## src/rtl/core/smpr_pkg.sv

```systemverilog
// ----------------------------------------------------------------------------
// smpr_pkg
// Shared codes, state type and controller/datapath interface structs for the
// stable max-priority release store.
// ----------------------------------------------------------------------------
package smpr_pkg;

    // Function codes of an input item
    localparam logic [1:0] FUNC_ARRIVE  = 2'd0;
    localparam logic [1:0] FUNC_RELEASE = 2'd1;
    localparam logic [1:0] FUNC_DRAIN   = 2'd2;

    // Result status codes
    localparam logic [1:0] STAT_RELEASED = 2'd0;
    localparam logic [1:0] STAT_ACCEPTED = 2'd1;
    localparam logic [1:0] STAT_REJECTED = 2'd2;

    // Most results one item may cause
    localparam logic [6:0] MAX_OUT = 7'd64;

    typedef enum logic [2:0] {
        ST_IDLE,
        ST_ARR_RESP,
        ST_INS_READ,
        ST_INS_STEP,
        ST_INS_HEAD,
        ST_REL_READ,
        ST_REL_OUT
    } state_t;

    // Commands from controller to datapath
    typedef struct packed {
        logic load_in;      // capture accepted input item
        logic load_resp;    // load arrive response into output register
        logic rd_start;     // read tail entry, k <= fill-1
        logic rd_next;      // read entry k-1, k <= k-1
        logic rel_rd;       // read head entry
        logic wr_entry;     // move read entry to slot k+1
        logic wr_new_k;     // place new entry at slot k+1
        logic wr_new_head;  // place new entry at slot 0
        logic ins_done;     // insertion complete, fill++
        logic rel_out;      // emit head entry, pop it
    } cmd_t;

    // Status from datapath to controller
    typedef struct packed {
        logic reject;       // store full or arrival numbers used up
        logic fill_zero;
        logic rem_zero;     // nothing left to release for this item
        logic ge;           // read entry ranks at or above new entry
        logic k_zero;
        logic out_free;     // output register can take a result
    } sts_t;

endpackage

```

## src/rtl/core/smpr_ctrl.sv

```systemverilog
// ----------------------------------------------------------------------------
// smpr_ctrl
// Sequencer for arrive (insertion by backward shift) and release/drain
// (pop from head, one result at a time).
// ----------------------------------------------------------------------------
module smpr_ctrl (
    input  logic            clk,
    input  logic            rst_n,
    input  logic            in_valid,
    input  logic [1:0]      func,
    output logic            in_ready,
    output smpr_pkg::cmd_t  cmd,
    input  smpr_pkg::sts_t  sts
);

    smpr_pkg::state_t state_reg;
    smpr_pkg::state_t state_next;
    logic             accept;

    assign accept = in_valid && (state_reg == smpr_pkg::ST_IDLE);

    // State register
    always_ff @(posedge clk or negedge rst_n)
    begin
        if (!rst_n)
        begin
            state_reg <= smpr_pkg::ST_IDLE;
        end
        else
        begin
            state_reg <= state_next;
        end
    end

    // Next state
    always_comb
    begin
        state_next = state_reg;
        unique case (state_reg)
            smpr_pkg::ST_IDLE:
            begin
                if (accept)
                begin
                    case (func) inside
                        smpr_pkg::FUNC_ARRIVE:  state_next = smpr_pkg::ST_ARR_RESP;
                        smpr_pkg::FUNC_RELEASE,
                        smpr_pkg::FUNC_DRAIN:   state_next = smpr_pkg::ST_REL_READ;
                        default:                state_next = smpr_pkg::ST_IDLE;
                    endcase
                end
            end
            smpr_pkg::ST_ARR_RESP:
            begin
                if (sts.out_free)
                begin
                    if (sts.reject)
                        state_next = smpr_pkg::ST_IDLE;
                    else if (sts.fill_zero)
                        state_next = smpr_pkg::ST_INS_HEAD;
                    else
                        state_next = smpr_pkg::ST_INS_READ;
                end
            end
            smpr_pkg::ST_INS_READ:
            begin
                state_next = smpr_pkg::ST_INS_STEP;
            end
            smpr_pkg::ST_INS_STEP:
            begin
                if (sts.ge)
                    state_next = smpr_pkg::ST_IDLE;
                else if (sts.k_zero)
                    state_next = smpr_pkg::ST_INS_HEAD;
            end
            smpr_pkg::ST_INS_HEAD:
            begin
                state_next = smpr_pkg::ST_IDLE;
            end
            smpr_pkg::ST_REL_READ:
            begin
                state_next = sts.rem_zero ? smpr_pkg::ST_IDLE : smpr_pkg::ST_REL_OUT;
            end
            smpr_pkg::ST_REL_OUT:
            begin
                if (sts.out_free)
                    state_next = smpr_pkg::ST_REL_READ;
            end
            default:
            begin
                state_next = smpr_pkg::ST_IDLE;
            end
        endcase
    end

    // Outputs
    always_comb
    begin
        cmd      = '0;
        in_ready = 1'b0;
        unique case (state_reg)
            smpr_pkg::ST_IDLE:
            begin
                in_ready     = 1'b1;
                cmd.load_in  = accept;
            end
            smpr_pkg::ST_ARR_RESP:
            begin
                cmd.load_resp = sts.out_free;
            end
            smpr_pkg::ST_INS_READ:
            begin
                cmd.rd_start = 1'b1;
            end
            smpr_pkg::ST_INS_STEP:
            begin
                if (sts.ge)
                begin
                    cmd.wr_new_k = 1'b1;
                    cmd.ins_done = 1'b1;
                end
                else
                begin
                    cmd.wr_entry = 1'b1;
                    cmd.rd_next  = !sts.k_zero;
                end
            end
            smpr_pkg::ST_INS_HEAD:
            begin
                cmd.wr_new_head = 1'b1;
                cmd.ins_done    = 1'b1;
            end
            smpr_pkg::ST_REL_READ:
            begin
                cmd.rel_rd = !sts.rem_zero;
            end
            smpr_pkg::ST_REL_OUT:
            begin
                cmd.rel_out = sts.out_free;
            end
            default:
            begin
                cmd = '0;
            end
        endcase
    end

endmodule

```

## src/rtl/core/smpr_dp.sv

```systemverilog
// ----------------------------------------------------------------------------
// smpr_dp
// Sorted entry store held as a ring in memory (best entry at head), with
// fill/arrival counters, insertion compare and the output register.
// ----------------------------------------------------------------------------
module smpr_dp #(
    parameter int CAPACITY = 64
) (
    input  logic               clk,
    input  logic               rst_n,
    input  smpr_pkg::cmd_t     cmd,
    output smpr_pkg::sts_t     sts,
    input  logic [1:0]         func,
    input  logic signed [31:0] guest_value,
    input  logic [6:0]         release_count,
    output logic               out_valid,
    input  logic               out_ready,
    output logic [15:0]        arrival_number,
    output logic [1:0]         status,
    output logic               last
);

    localparam int IDX_W  = (CAPACITY > 1) ? $clog2(CAPACITY) : 1;
    localparam int FILL_W = $clog2(CAPACITY + 1);
    localparam int CMP_W  = (FILL_W > 7) ? FILL_W : 7;
    localparam int ENT_W  = 48;

    logic [ENT_W-1:0]  mem [CAPACITY];

    logic [IDX_W-1:0]  head_reg;
    logic [FILL_W-1:0] fill_reg;
    logic [15:0]       next_arrival_reg;
    logic [IDX_W-1:0]  k_reg;
    logic [6:0]        rem_reg;
    logic signed [31:0] new_value_reg;
    logic [15:0]       new_num_reg;
    logic signed [31:0] rd_value_reg;
    logic [15:0]       rd_arrival_reg;

    logic              out_valid_reg;
    logic [15:0]       arrival_number_reg;
    logic [1:0]        status_reg;
    logic              last_reg;

    logic              rd_en;
    logic [IDX_W-1:0]  rd_addr;
    logic              wr_en;
    logic [IDX_W-1:0]  wr_addr;
    logic [ENT_W-1:0]  wr_data;
    logic [6:0]        want;
    logic [CMP_W-1:0]  want_ext;
    logic [CMP_W-1:0]  fill_ext;
    logic [6:0]        rem_init;
    logic [IDX_W-1:0]  fill_m1;

    // Logical slot to physical address: head + slot, wrapped once
    function automatic logic [IDX_W-1:0] phys(input logic [IDX_W-1:0] hd,
                                              input logic [IDX_W-1:0] slot);
        logic [IDX_W:0] sum;
        sum = {1'b0, hd} + {1'b0, slot};
        if (sum >= (IDX_W+1)'(CAPACITY))
            sum = sum - (IDX_W+1)'(CAPACITY);
        return sum[IDX_W-1:0];
    endfunction

    // Status to controller
    assign sts.reject    = (fill_reg == FILL_W'(CAPACITY)) || (next_arrival_reg == 16'd0);
    assign sts.fill_zero = (fill_reg == '0);
    assign sts.rem_zero  = (rem_reg == 7'd0);
    assign sts.ge        = (rd_value_reg >= new_value_reg);
    assign sts.k_zero    = (k_reg == '0);
    assign sts.out_free  = !out_valid_reg || out_ready;

    // Release count: saturate, then bound by entries held
    assign want     = (func == smpr_pkg::FUNC_RELEASE && release_count < smpr_pkg::MAX_OUT)
                      ? release_count : smpr_pkg::MAX_OUT;
    assign want_ext = CMP_W'(want);
    assign fill_ext = CMP_W'(fill_reg);
    assign rem_init = (want_ext < fill_ext) ? want : 7'(fill_reg);
    assign fill_m1  = IDX_W'(fill_reg - FILL_W'(1));

    // Memory read address
    always_comb
    begin
        rd_en   = cmd.rd_start || cmd.rd_next || cmd.rel_rd;
        rd_addr = head_reg;
        if (cmd.rd_start)
            rd_addr = phys(head_reg, fill_m1);
        else if (cmd.rd_next)
            rd_addr = phys(head_reg, k_reg - IDX_W'(1));
    end

    // Memory write address and data
    always_comb
    begin
        wr_en   = cmd.wr_entry || cmd.wr_new_k || cmd.wr_new_head;
        wr_addr = cmd.wr_new_head ? head_reg : phys(head_reg, k_reg + IDX_W'(1));
        wr_data = cmd.wr_entry ? {rd_value_reg, rd_arrival_reg}
                               : {new_value_reg, new_num_reg};
    end

    // Entry store
    always_ff @(posedge clk)
    begin
        if (wr_en)
            mem[wr_addr] <= wr_data;
        if (rd_en)
            {rd_value_reg, rd_arrival_reg} <= mem[rd_addr];
    end

    // Item payload and scan registers
    always_ff @(posedge clk)
    begin
        if (cmd.load_in)
            new_value_reg <= guest_value;
        if (cmd.load_resp)
            new_num_reg <= next_arrival_reg;
        if (cmd.rd_start)
            k_reg <= fill_m1;
        else if (cmd.rd_next)
            k_reg <= k_reg - IDX_W'(1);
    end

    // Control counters
    always_ff @(posedge clk or negedge rst_n)
    begin
        if (!rst_n)
        begin
            head_reg         <= '0;
            fill_reg         <= '0;
            next_arrival_reg <= 16'd1;
            rem_reg          <= '0;
        end
        else
        begin
            if (cmd.load_in)
                rem_reg <= rem_init;
            else if (cmd.rel_out)
                rem_reg <= rem_reg - 7'd1;

            if (cmd.load_resp && !sts.reject)
                next_arrival_reg <= next_arrival_reg + 16'd1;

            if (cmd.ins_done)
                fill_reg <= fill_reg + FILL_W'(1);
            else if (cmd.rel_out)
                fill_reg <= fill_reg - FILL_W'(1);

            if (cmd.rel_out)
                head_reg <= (head_reg == IDX_W'(CAPACITY - 1)) ? '0 : head_reg + IDX_W'(1);
        end
    end

    // Output register
    always_ff @(posedge clk or negedge rst_n)
    begin
        if (!rst_n)
        begin
            out_valid_reg <= 1'b0;
        end
        else if (cmd.load_resp || cmd.rel_out)
        begin
            out_valid_reg <= 1'b1;
        end
        else if (out_ready)
        begin
            out_valid_reg <= 1'b0;
        end
    end

    always_ff @(posedge clk)
    begin
        if (cmd.load_resp)
        begin
            arrival_number_reg <= sts.reject ? 16'd0 : next_arrival_reg;
            status_reg         <= sts.reject ? smpr_pkg::STAT_REJECTED
                                             : smpr_pkg::STAT_ACCEPTED;
            last_reg           <= 1'b1;
        end
        else if (cmd.rel_out)
        begin
            arrival_number_reg <= rd_arrival_reg;
            status_reg         <= smpr_pkg::STAT_RELEASED;
            last_reg           <= (rem_reg == 7'd1);
        end
    end

    assign out_valid      = out_valid_reg;
    assign arrival_number = arrival_number_reg;
    assign status         = status_reg;
    assign last           = last_reg;

    // Checks
    a_fill_bound: assert property (@(posedge clk) disable iff (!rst_n)
        fill_reg <= FILL_W'(CAPACITY))
        else $error("fill count above capacity");

    a_pop_nonempty: assert property (@(posedge clk) disable iff (!rst_n)
        cmd.rel_out |-> (fill_reg != '0) && (rem_reg != 7'd0))
        else $error("pop from empty store or past release count");

    a_ins_grows: assert property (@(posedge clk) disable iff (!rst_n)
        cmd.ins_done |=> fill_reg == $past(fill_reg) + FILL_W'(1))
        else $error("insertion did not grow fill count");

    a_no_overwrite: assert property (@(posedge clk) disable iff (!rst_n)
        (cmd.load_resp || cmd.rel_out) |-> (!out_valid_reg || out_ready))
        else $error("output register overwritten while held");

endmodule

```

## src/rtl/core/stable_max_priority_release.sv

```systemverilog
// ----------------------------------------------------------------------------
// stable_max_priority_release
// Priority store with stable ordering: highest value first, ties by arrival.
// ----------------------------------------------------------------------------
// Input channel (in_valid/in_ready): func, guest_value, release_count.
//   Arrive inserts guest_value and answers one item with its arrival number
//   (status accepted) or number 0 (status rejected: store full or numbers
//   used up). Release gives up to release_count entries (saturated at 64),
//   drain up to 64; an empty store gives no results. Code 3 is ignored.
// Output channel (out_valid/out_ready): arrival_number, status, last; last
//   marks the final result caused by an input item.
// Timing: one item at a time. An arrive first loads its answer into the output
//   register, then moves each entry that ranks below the new one back one slot
//   (one memory read and one write per step) and writes the new entry; a
//   release, for each result, reads the head entry and then outputs it.
// The store is a ring in memory, sorted best first; no clearing pass is
//   needed after reset, counters clear at once (next arrival number is 1).
// A stalled receiver holds the output register; the block waits for it before
//   loading the next result and accepts no new item meanwhile.
// ----------------------------------------------------------------------------
module stable_max_priority_release #(
    parameter int CAPACITY = 64
) (
    input  logic               clk,
    input  logic               rst_n,
    input  logic               in_valid,
    output logic               in_ready,
    input  logic [1:0]         func,
    input  logic signed [31:0] guest_value,
    input  logic [6:0]         release_count,
    output logic               out_valid,
    input  logic               out_ready,
    output logic [15:0]        arrival_number,
    output logic [1:0]         status,
    output logic               last
);

    smpr_pkg::cmd_t cmd;
    smpr_pkg::sts_t sts;

    smpr_ctrl u_ctrl (
        .clk      (clk),
        .rst_n    (rst_n),
        .in_valid (in_valid),
        .func     (func),
        .in_ready (in_ready),
        .cmd      (cmd),
        .sts      (sts)
    );

    smpr_dp #(
        .CAPACITY (CAPACITY)
    ) u_dp (
        .clk            (clk),
        .rst_n          (rst_n),
        .cmd            (cmd),
        .sts            (sts),
        .func           (func),
        .guest_value    (guest_value),
        .release_count  (release_count),
        .out_valid      (out_valid),
        .out_ready      (out_ready),
        .arrival_number (arrival_number),
        .status         (status),
        .last           (last)
    );

endmodule
```

## config.mk

```make
export PLATFORM = sky130hd
export DESIGN_NAME = stable_max_priority_release
export DESIGN_NICKNAME = d
export VERILOG_FILES = /design/src/rtl/core/smpr_pkg.sv /design/src/rtl/core/smpr_ctrl.sv /design/src/rtl/core/smpr_dp.sv /design/src/rtl/core/stable_max_priority_release.sv
export SDC_FILE = /design/constraint.sdc
export NUM_CORES = 2
export LEC_CHECK = 0
export BUFFER_PORTS_ARGS = -buffer_cell sky130_fd_sc_hd__buf_4
export CAP_MARGIN = 15
export CORE_MARGIN = 8
export CORE_UTILIZATION = 35
export DETAILED_ROUTE_END_ITERATION = 12
export PLACE_DENSITY = 0.5
export SLEW_MARGIN = 20
export SYNTH_ARGS = -nofsm -noshare
export SYNTH_HDL_FRONTEND = slang
export SYNTH_SLANG_ARGS = --single-unit
export TNS_END_PERCENT = 50
```

## constraint.sdc

```tcl
create_clock -name clk -period 6.65 [get_ports clk]
set_clock_uncertainty 0.1 [all_clocks]
set_input_delay 0.3325 -clock clk [delete_from_list [all_inputs] [get_ports clk]]
set_output_delay 0.3325 -clock clk [all_outputs]
set_load 0.05 [all_outputs]
```

==> reports/qor.csv <==
stage,metric,value,unit
cts,clock_latency,0.90,ns
yosys,syn_area_per_cell,19.0,sq um
floorplan,io-pin-count,66,
layout,multi_input_comb_area,0.0286,sq mm
power_and_ir_drop,p_seq_share,32.3,%
power_and_ir_drop,internal_power,0.0510,W
setup_path,worstRegToRegCells,15,
yosys,postSynthCellCount,6661,
cts,tritoncts,done,
power_and_ir_drop,ir_worst_vdd,0.692,mV
cts,cts_root_buffer,clkbuf_16,
layout,drive_gt1_share,22.8,%
timing,slew_headroom,20.7,%
yosys,synth_edf_count,3192,
layout,final_nets,7261,
layout,largest_register_ffs,3072,
cts,clockBufferDepth,4,
yosys,synth.distinct_cells,81,
place,dp_hpwl,242,mm
flow_run,max_cap_violations,0,
timing,period_minus_slack,6.57,ns
detailed_routing,drc,0,
grt,grt_pass1_vias,68858,
floorplan,core,0.361,sq mm
detailed_routing,vias,69578,
floorplan,die_area,0.381,sq mm
yosys,ys_top_cells_by_count,"3192 x edfxtp_1, 618 x nand2_1, 524 x mux4_2",
yosys,ys.flop_type,edfxtp_1,
floorplan,die_h,618,um
yosys,synth_largest_area_cell,edfxtp_1,
setup_path,worst_ep_arrival_time,7.04,ns
timing,fin_tns_setup,0,ns
hold_path,hold_path_class,in2reg,
yosys,yosys-top-cells-area,"edfxtp_1 76%, mux4_2 9.3%, mux2i_1 2.4%",
grt,grt_pass1_wl,580,mm
power_and_ir_drop,swShare,39.8,%
setup_path,critPathKind,reg2reg,
cts,cts_sinks,3233,
yosys,synthArstFlopShare,1.24,%
floorplan,std_cell_rows,221,
grt,globalRoute.totalOverflow,0,
yosys,yosys_warnings,0,
timing,report.final.setup_viol,0,
cts,numCtsBuffers,340,
yosys,synth.most_common_cell,edfxtp_1,
power_and_ir_drop,power.switching,0.0338,W
hold_path,holdPathStages,5,
detailed_routing,routedWlPerCell,34.9,um
power_and_ir_drop,p_comb_share,46.1,%
power_and_ir_drop,p_per_area,577,mW/mm^2
timing,finalCritPeriodShare,98.8,%
place,place.gp.congestion,0.853,
layout,flow.area_growth_from_synthesis,16.1,%
status,outcome,"finished, final reports clean",
floorplan,start_util,35.0,%
layout,fillCellCount,32036,
detailed_routing,antenna_left,0,
setup_path,required,7.12,ns
detailed_routing,initialDrtViolationCount,8701,
cts,cts_max_level,5,
yosys,seq_area_frac_synth,76.5,%
timing,hold_viol_final,0,
timing,worst_pin_slew,1.19,ns
setup_path,worstPathMaxFanout,19,
power_and_ir_drop,power.leakage,47.2,nW
layout,fin_cells,12220,
detailed_routing,viasPerCell,5.69,
layout,regArea,0.0969,sq mm
setup_path,critPathCaptureType,register,
place,dp_cells,11542,
detailed_routing,dr.pass1.iters,8,
yosys,netlist_area,0.127,sq mm
cts,clkSlewWorstSetupHoldPaths,0.07,ns
place,io_buffers,65,
grt,antenna_found_initial,24,
timing,timing.final.max_slew_violations,0,
yosys,ys_seq_elements,3233,
floorplan,die_w,618,um
yosys,syn_nets,6773,
yosys,netlist.area_leader.share,75.7,%
grt,grt_use_total,21.7,%
timing,max_freq,0.152,GHz
timing,rsz0062_at_grt,no,
power_and_ir_drop,p_clk_share,21.6,%
setup_path,cp-start-kind,register,
grt,grt_max_degree,105,
detailed_routing,routed_wl,426,mm
==> power groups by stage <==
stage	logic (W)	clock network [W]	registers, W
after floorplan	0.0227	0	0.0276
after global placement	0.0387	0	0.0277
after detailed placement	0.0389	0	0.0278
after CTS	0.0391	0.0186	0.0274
after global routing	0.0408	0.0193	0.0275
final	0.0391	0.0183	0.0274
==> critical path, cell delays in order, from the launching register on <==
cell and delay [ns]:
edfxtp_1 0.50, ha_1 0.38, nand4_1 0.13, nor4_2 0.43, buf_4 0.21, a21boi_2 0.22
o31a_1 0.45, o21ai_1 0.41, a221oi_2 0.79, nor4_2 0.28, nand2_2 0.48, buf_12 0.32
o22ai_1 0.11, nor4_1 0.85, buf_4 0.29, nand3_1 0.24
==> layer usage <==
metal | share of wire [%] | global-route usage [%] | vias up | wire (um)
met2 | 48 | 36.0 | 3077 | 206000
met5 | 0.020 | 0 | - | 85
li1 | - | - | 28115 | -
met3 | 7.4 | 3.85 | 681 | 31700
met4 | 3.5 | 6.70 | 12 | 14700
met1 | 41 | 29.2 | 37693 | 174000
==> final cells by class <==
class / instances / area share (%)
Inverter: 64 / 0.163
Clock inverter: 183 / 0.960
Tap cell: 4794 / 4.08
Multi-Input combinational cell: 2996 / 19.5
Timing Repair Buffer: 514 / 3.29
Antenna cell: 6 / 0.0102
Clock buffer: 430 / 6.15
Sequential cell: 3233 / 65.9
==> metrics by stage <==
stage	hold WS [ns]	util, %	total power, W	area (sq um)	worst slack, ns
after floorplan	-0.0631	-	0.0504	127000	0.601
after global placement	0.267	37.6	0.0664	136000	0.156
after detailed placement	0.274	37.6	0.0667	136000	0.143
after CTS	0.00198	40.7	0.0850	147000	0.0950
after global routing	0.0303	40.7	0.0877	147000	0.0583
final	0.0352	40.7	0.0848	147000	0.0823
==> cells by family (layout without fill, tap and decap cells) <==
| kind of cell | after synthesis | in the layout | share of synthesized area, % |
|---|---|---|---|
| compound gates | 650 | 650 | 3.57 |
| xor+xnor | 49 | 49 | 0.350 |
| fa+ha+maj | 67 | 67 | 0.680 |
| buf+inv | 432 | 1191 | 1.52 |
| flops | 3233 | 3233 | 76.5 |
| mux | 951 | 951 | 12.8 |
| other cells | 0 | 6 | 0 |
| simple gates | 1279 | 1279 | 4.58 |
==> path summary, 6_finish.rpt <==
kind	from	end	slack [ns]
setup / recovery	u_dp.rd_value_reg[11]	u_dp.rd_value_reg[31]	0.08
hold / removal	release_count[6]	u_dp.rem_reg[6]	0.04
setup reg to reg	u_dp.rd_value_reg[11]	u_dp.rd_value_reg[31]	0.08
hold reg to reg	u_dp.last	u_dp.last	0.38
max in group asynchronous	rst_n	u_dp.rem_reg[6]	5.82
min in group asynchronous	rst_n	u_dp.next_arrival_reg[0]	0.38
==> cell usage in the layout, fill, tap and decap left out, types with 12 or more instances in the layout <==
cell           instances
nand2_1              614
a32o_1                42
mux2_2               123
nor2_4                66
a221oi_1              26
a21oi_1              194
and3_1                18
mux2i_1              302
clkinv_1              78
a2111oi_0             12
mux4_2               524
nor2_1               112
ha_1                  64
inv_1                 64
or4_1                 12
clkbuf_16            349
nor3_1                27
a21boi_0              12
inv_6                 12
o2111ai_1             31
a32oi_1               18
a22oi_1               23
dfrtp_1               39
clkbuf_1              81
xnor2_1               34
nand4_1               97
bufinv_16             20
o22ai_1              120
xor2_1                14
nand3_1              206
clkinv_2              63
dlygate4sd3_1         51
edfxtp_1            3192
nor4_1                46
a22o_1                29
buf_4                394
o21ai_0               29
buf_12                66
==> timing repair <==
action	CTS	global route
setup endpoints to repair	0	2
buffers inserted	0	7
gates resized for setup	0	5
hold buffers	52	0
endpoints found under the hold margin	87	0
Power figures use the tool's default switching activity.
